### config.mk
export PLATFORM = sky130hd
export DESIGN_NAME = bggf_cell
export DESIGN_NICKNAME = d
export VERILOG_FILES = /design/src/rtl/bggf_pkg.sv /design/src/rtl/bggf_cell.sv
export SDC_FILE = /design/constraint.sdc
export NUM_CORES = 1
export LEC_CHECK = 0
export BUFFER_PORTS_ARGS = -buffer_cell sky130_fd_sc_hd__buf_4
export CAP_MARGIN = 0
export CORE_MARGIN = 2
export CORE_UTILIZATION = 40
export CTS_BUF_LIST = sky130_fd_sc_hd__clkbuf_8
export DETAILED_ROUTE_END_ITERATION = 8
export PLACE_DENSITY = 0.74
export SLEW_MARGIN = 20
export SYNTH_ARGS = -nofsm -noshare
export SYNTH_HDL_FRONTEND = slang
export SYNTH_SLANG_ARGS = --single-unit
### constraint.sdc
create_clock -name clk -period 2.95 [get_ports clk]
set_clock_uncertainty 0.1 [all_clocks]
set_input_delay 0.59 -clock clk [delete_from_list [all_inputs] [get_ports clk]]
set_output_delay 0.59 -clock clk [all_outputs]
set_load 0.01 [all_outputs]
### src/rtl/bggf_pkg.sv
// Shared constants and types for the blur / gradient gate filter.
package bggf_pkg;

	localparam int BGGF_MAX_WIDTH  = 1024;
	localparam int BGGF_MAX_HEIGHT = 1024;

	localparam int PIX_W   = 8;
	localparam int CFG_W   = 11;
	localparam int POS_W   = 10;
	localparam int COLSUM_W = 10;

	localparam int OQ_DEPTH = 4;
	localparam int OQ_PW    = $clog2(OQ_DEPTH);
	localparam int OQ_CW    = $clog2(OQ_DEPTH + 1);

	localparam int MIN_SIZE = 3;

	typedef enum logic [1:0] {
		REG_FRAME_WIDTH  = 2'd0,
		REG_FRAME_HEIGHT = 2'd1,
		REG_GRAD_THRESH  = 2'd2
	} cfg_reg_t;

	// one window column, index 0 is the top row
	typedef logic [2:0][PIX_W-1:0] col_t;

	// per-column partial results of one cell
	typedef struct packed {
		logic [COLSUM_W-1:0] col_sum;
		logic [PIX_W-1:0]    edge_part;
		logic [PIX_W-1:0]    mid_part;
	} cell_sum_t;

	typedef struct packed {
		logic [PIX_W-1:0] peak;
		logic             last;
		logic [POS_W-1:0] col;
		logic [POS_W-1:0] row;
		logic [PIX_W-1:0] pixel;
	} res_t;

endpackage

### src/rtl/bggf_cell.sv
// One window column cell: holds three taps, passes them left, forms partial sums.
module bggf_cell
	import bggf_pkg::*;
(
	input  logic      clk,
	input  logic      arst_n,
	input  logic      shift_en,
	input  col_t      col_in,
	output col_t      col_out,
	output cell_sum_t sums
);

	col_t taps_q;

	always_ff @(posedge clk or negedge arst_n) begin
		if (!arst_n) begin
			taps_q <= '0;
		end else if (shift_en) begin
			taps_q <= col_in;
		end
	end

	assign col_out = taps_q;

	// each tap is truncated on its own before the add
	always_comb begin
		sums.col_sum   = COLSUM_W'(taps_q[0]) + COLSUM_W'(taps_q[1]) + COLSUM_W'(taps_q[2]);
		sums.edge_part = PIX_W'(taps_q[0] >> 4) + PIX_W'(taps_q[1] >> 3)
			+ PIX_W'(taps_q[2] >> 4);
		sums.mid_part  = PIX_W'(taps_q[0] >> 3) + PIX_W'(taps_q[1] >> 2)
			+ PIX_W'(taps_q[2] >> 3);
	end

endmodule

* Yosys cells after proc, flatten, opt, wreduce, memory -nomap -nowiden *
Index checks and enable logic that the tools add are counted.

word-level totals
  register bits after elaboration = 24
  bits of input ports = 27
  output and inout bits = 50
  word-level logic and storage cells = 9

operators by class
  $add $sub $neg = 6

operator list
  operator      count
  $add 9x8->10  1
  $add 8x8->9   1
  $add 8x4->8   1
  $add 8x5->8   1
  $add 5x6->7   1
  $add 4x5->6   1

* Longest topological paths before layout *
  depth after elaboration = 2
  gate-level depth with buffers = 9
  depth with buffers taken out = 9

* Worst setup path before layout *
Ideal clock, no wire load.

  path kind = reg2out
  start point = reg taps_q (netlist bit col_out[1])
  end point = out sums[23] (netlist bit)
  arrival = 2.290 ns
  required time = 2.260 ns
  slack = -0.030 ns
  cell stages (with the launch flop) = 8
  buffers on the path = 0
  cells stage by stage = dfrtp_1 -> fa_1 -> ha_1 -> fa_1 -> a211oi_1 -> nor2_1 -> o21a_1 -> o31a_1

RTL lines
  what                    RTL line         text
  from (decl)             bggf_cell.sv:13  col_t taps_q;
  from (signal assigned)  bggf_cell.sv:19  taps_q <= col_in;
  to (decl)               bggf_cell.sv:10  output cell_sum_t sums

==> run summary <==
final instance area: 0.00318 mm^2
Setup crit start kind: flop
sequential area share after synthesis: 30.2%
Comb pwr share: 70.6%
Boundary Pins: 77
largest family of logic cells by synthesized area: adder cells
XOR/XNOR share of the synthesized area: 5.72%
largest net degree at the start of global routing: 35
synth unique cells: 28
Post-Syn Area: 0.00199 mm^2
PnR worst setup slack: -0.301 ns
max reg flops: 24
Sw Share: 39.3%
vias in the first global route: 1802
CTS buffer count: 3
multi-input logic area: 0.00154 mm^2
drt initial violations: 66
CP Class: reg -> out
post-placement cell area: 0.00275 mm^2
post-synthesis mux area share: 8.43%
Fin Setup TNS: -1.70 ns
RePlAce Congestion: 0.911
Syn Area/Cell: 10.5 um^2
worst-path maximum fanout: 2
first-pass GRT wire length: 8.29 mm
Initial Util: 41.8%
routed vias/inst: 4.97
clock root buffer master: clkbuf_8
EDFF count, synth: 0
Hold WS: 0.113 ns
Antenna diodes: 0
Static Leakage: 1.49 nW
endpoints failing hold: 0
Gate Count Post-Synth: 189
Max Clock Freq: 308 MHz
# DRC: 0
DRT Pass-1 Iters: 4
Yosys reg bits: 24
share of cells above drive strength 1: 56.8%
HP Class: in -> async
Cell Int Power: 0.00132 W
worst r2r src: col_out[6]
outcome: finished with violations
Reg clk slew, reported paths: 0.10 ns
register share of total power: 18.6%
Clock Sinks: 24
initial antenna violation count: 0
Synth Area in Simple Gates: 5.66%
post-synthesis adder-cell area fraction: 30.3%
Synth Warn #: 0
Worst Path Arrival: 2.56 ns
Place WS: -0.0752 ns
Power Density: 681 mW/mm^2
crit path time final: 3.25 ns
Final nets: 358
ys async rst share: 100%
most common cell after layout, fill and taps aside: buf_4
gr usage total: 19.5%
Filler cells: 369
clk buf depth: 2
core area: 0.00475 mm^2
clock latency on the worst-skew pair: 0.27 ns
die width: 74.5 um
P_sw: 0.000852 W
Final setup viols: 14
failing checks: negative setup slack
Layout area overhead: 60.1%
Critical Path RT: 2.26 ns
Die Span Y: 74.5 um
wire length per cell: 15.3 um
part of the power in the clock network: 10.8%
final wirelength: 5.49 mm
RSZ-0062 raised after global routing: true
num rows: 25
Final HPWL DP: 3.86 mm
crit path launch: col_out[1]
complex-gate fraction of the synthesized area: 14.5%
Remaining Overflow, GRT: 0
Sequential Area: 608 um^2
Vias: 1784
Routed Antenna Nets: 0
number of max-cap violations: 0
CTS Hold Bufs: 0
Slew Viols, Final: 0
critical path capture point type: output pin
H-tree Lvls: 1
Die Footprint: 0.00555 mm^2
CTS tree: yes
number of port buffers: 74
most frequent cells in the layout: buf_4, dfrtp_1, inv_1
Synth Flop Type: dfrtp_1
final worst-path cycle share: 110%
Peak VDD IR: 0.412 mV
[cell usage after synthesis (2+ instances only)]
master,n,area [um^2]
fa_1,17,340
o21ai_0,17,85.1
a21o_1,7,52.6
xor2_1,6,52.6
ha_1,21,263
buf_4,2,15.0
nand2b_1,2,12.5
a211oi_1,4,30.0
a21oi_1,14,70.1
mux2_2,14,158
clkbuf_1,3,11.3
xnor2_1,7,61.3
inv_1,18,67.6
nor2_1,4,15.0
nand3_1,2,10.0
nor4_1,2,12.5
o21bai_1,3,22.5
nand2_1,13,48.8
dfrtp_1,24,601
[cell type report]
class,count,area share (%)
timing repair buffer,104,25.9
multi-input combinational,142,48.5
inverter,18,2.12
clock buffer,4,1.73
tap,67,2.63
sequential,24,19.1
[power groups by stage]
stage	sequential [W]	clock, W	combinational, W
3_5_place_dp	0.000405	0	0.00121
3_3_place_gp	0.000404	0	0.00119
6_report	0.000404	0.000234	0.00153
4_1_cts	0.000398	0.000236	0.00137
2_1_floorplan	0.000422	0	0.000665
5_1_grt	0.000408	0.000251	0.00166
[path summary, 6_finish.rpt]
check | to | slack, ns | cells past startpoint
worst max-delay path | sums[23] | -0.30 | 8
worst max register to register | col_out[6] | 1.83 | 2
max in group asynchronous | col_out[4] | 2.36 | 1
worst min register to register | col_out[16] | 0.49 | 2
min in group clk | col_out[14] | 0.42 | 3
worst min-delay path | col_out[15] | 0.11 | 1
[metal layers]
metal  global-route usage, %  up-vias  share of wire (%)
met5                       0        -                  0
met4                    4.17        0               0.58
met3                    2.71        4                3.9
met2                    34.0       51                 52
met1                    25.9      882                 44
li1                        -      847                  -
[cell families after synthesis]
| logic type | Yosys count |
|---|---|
| flops | 24 |
| buf+inv | 24 |
| compound gates | 49 |
| mux | 15 |
| other cells | 1 |
| fa+ha+maj | 38 |
| xor+xnor | 13 |
| simple gates | 25 |
[metrics by stage]
| step | utilization (%) | instances | total power, W |
|---|---|---|---|
| global route | 67.0 | 359 | 0.00232 |
| detailed placement | 57.8 | 344 | 0.00161 |
| CTS | 63.2 | 355 | 0.00201 |
| global placement | 57.8 | 344 | 0.00159 |
| floorplan | - | 190 | 0.00109 |
| finish | 67.0 | 359 | 0.00217 |
[timing repair]
item	in CTS	in global routing
gates resized for setup	35	31
cloned	0	0
pin swaps	28	25
setup buffers	7	5
endpoints found under the setup margin	14	16
[critical path, stage by stage (launching register included)]
cell	delay [ns]
dfrtp_1	0.41
fa_1	0.48
ha_2	0.20
fa_2	0.38
a211oi_2	0.21
nor2_2	0.07
o21a_1	0.17
o31a_1	0.25
buf_6	0.12
No activity file was read; power rests on OpenSTA's default activity.
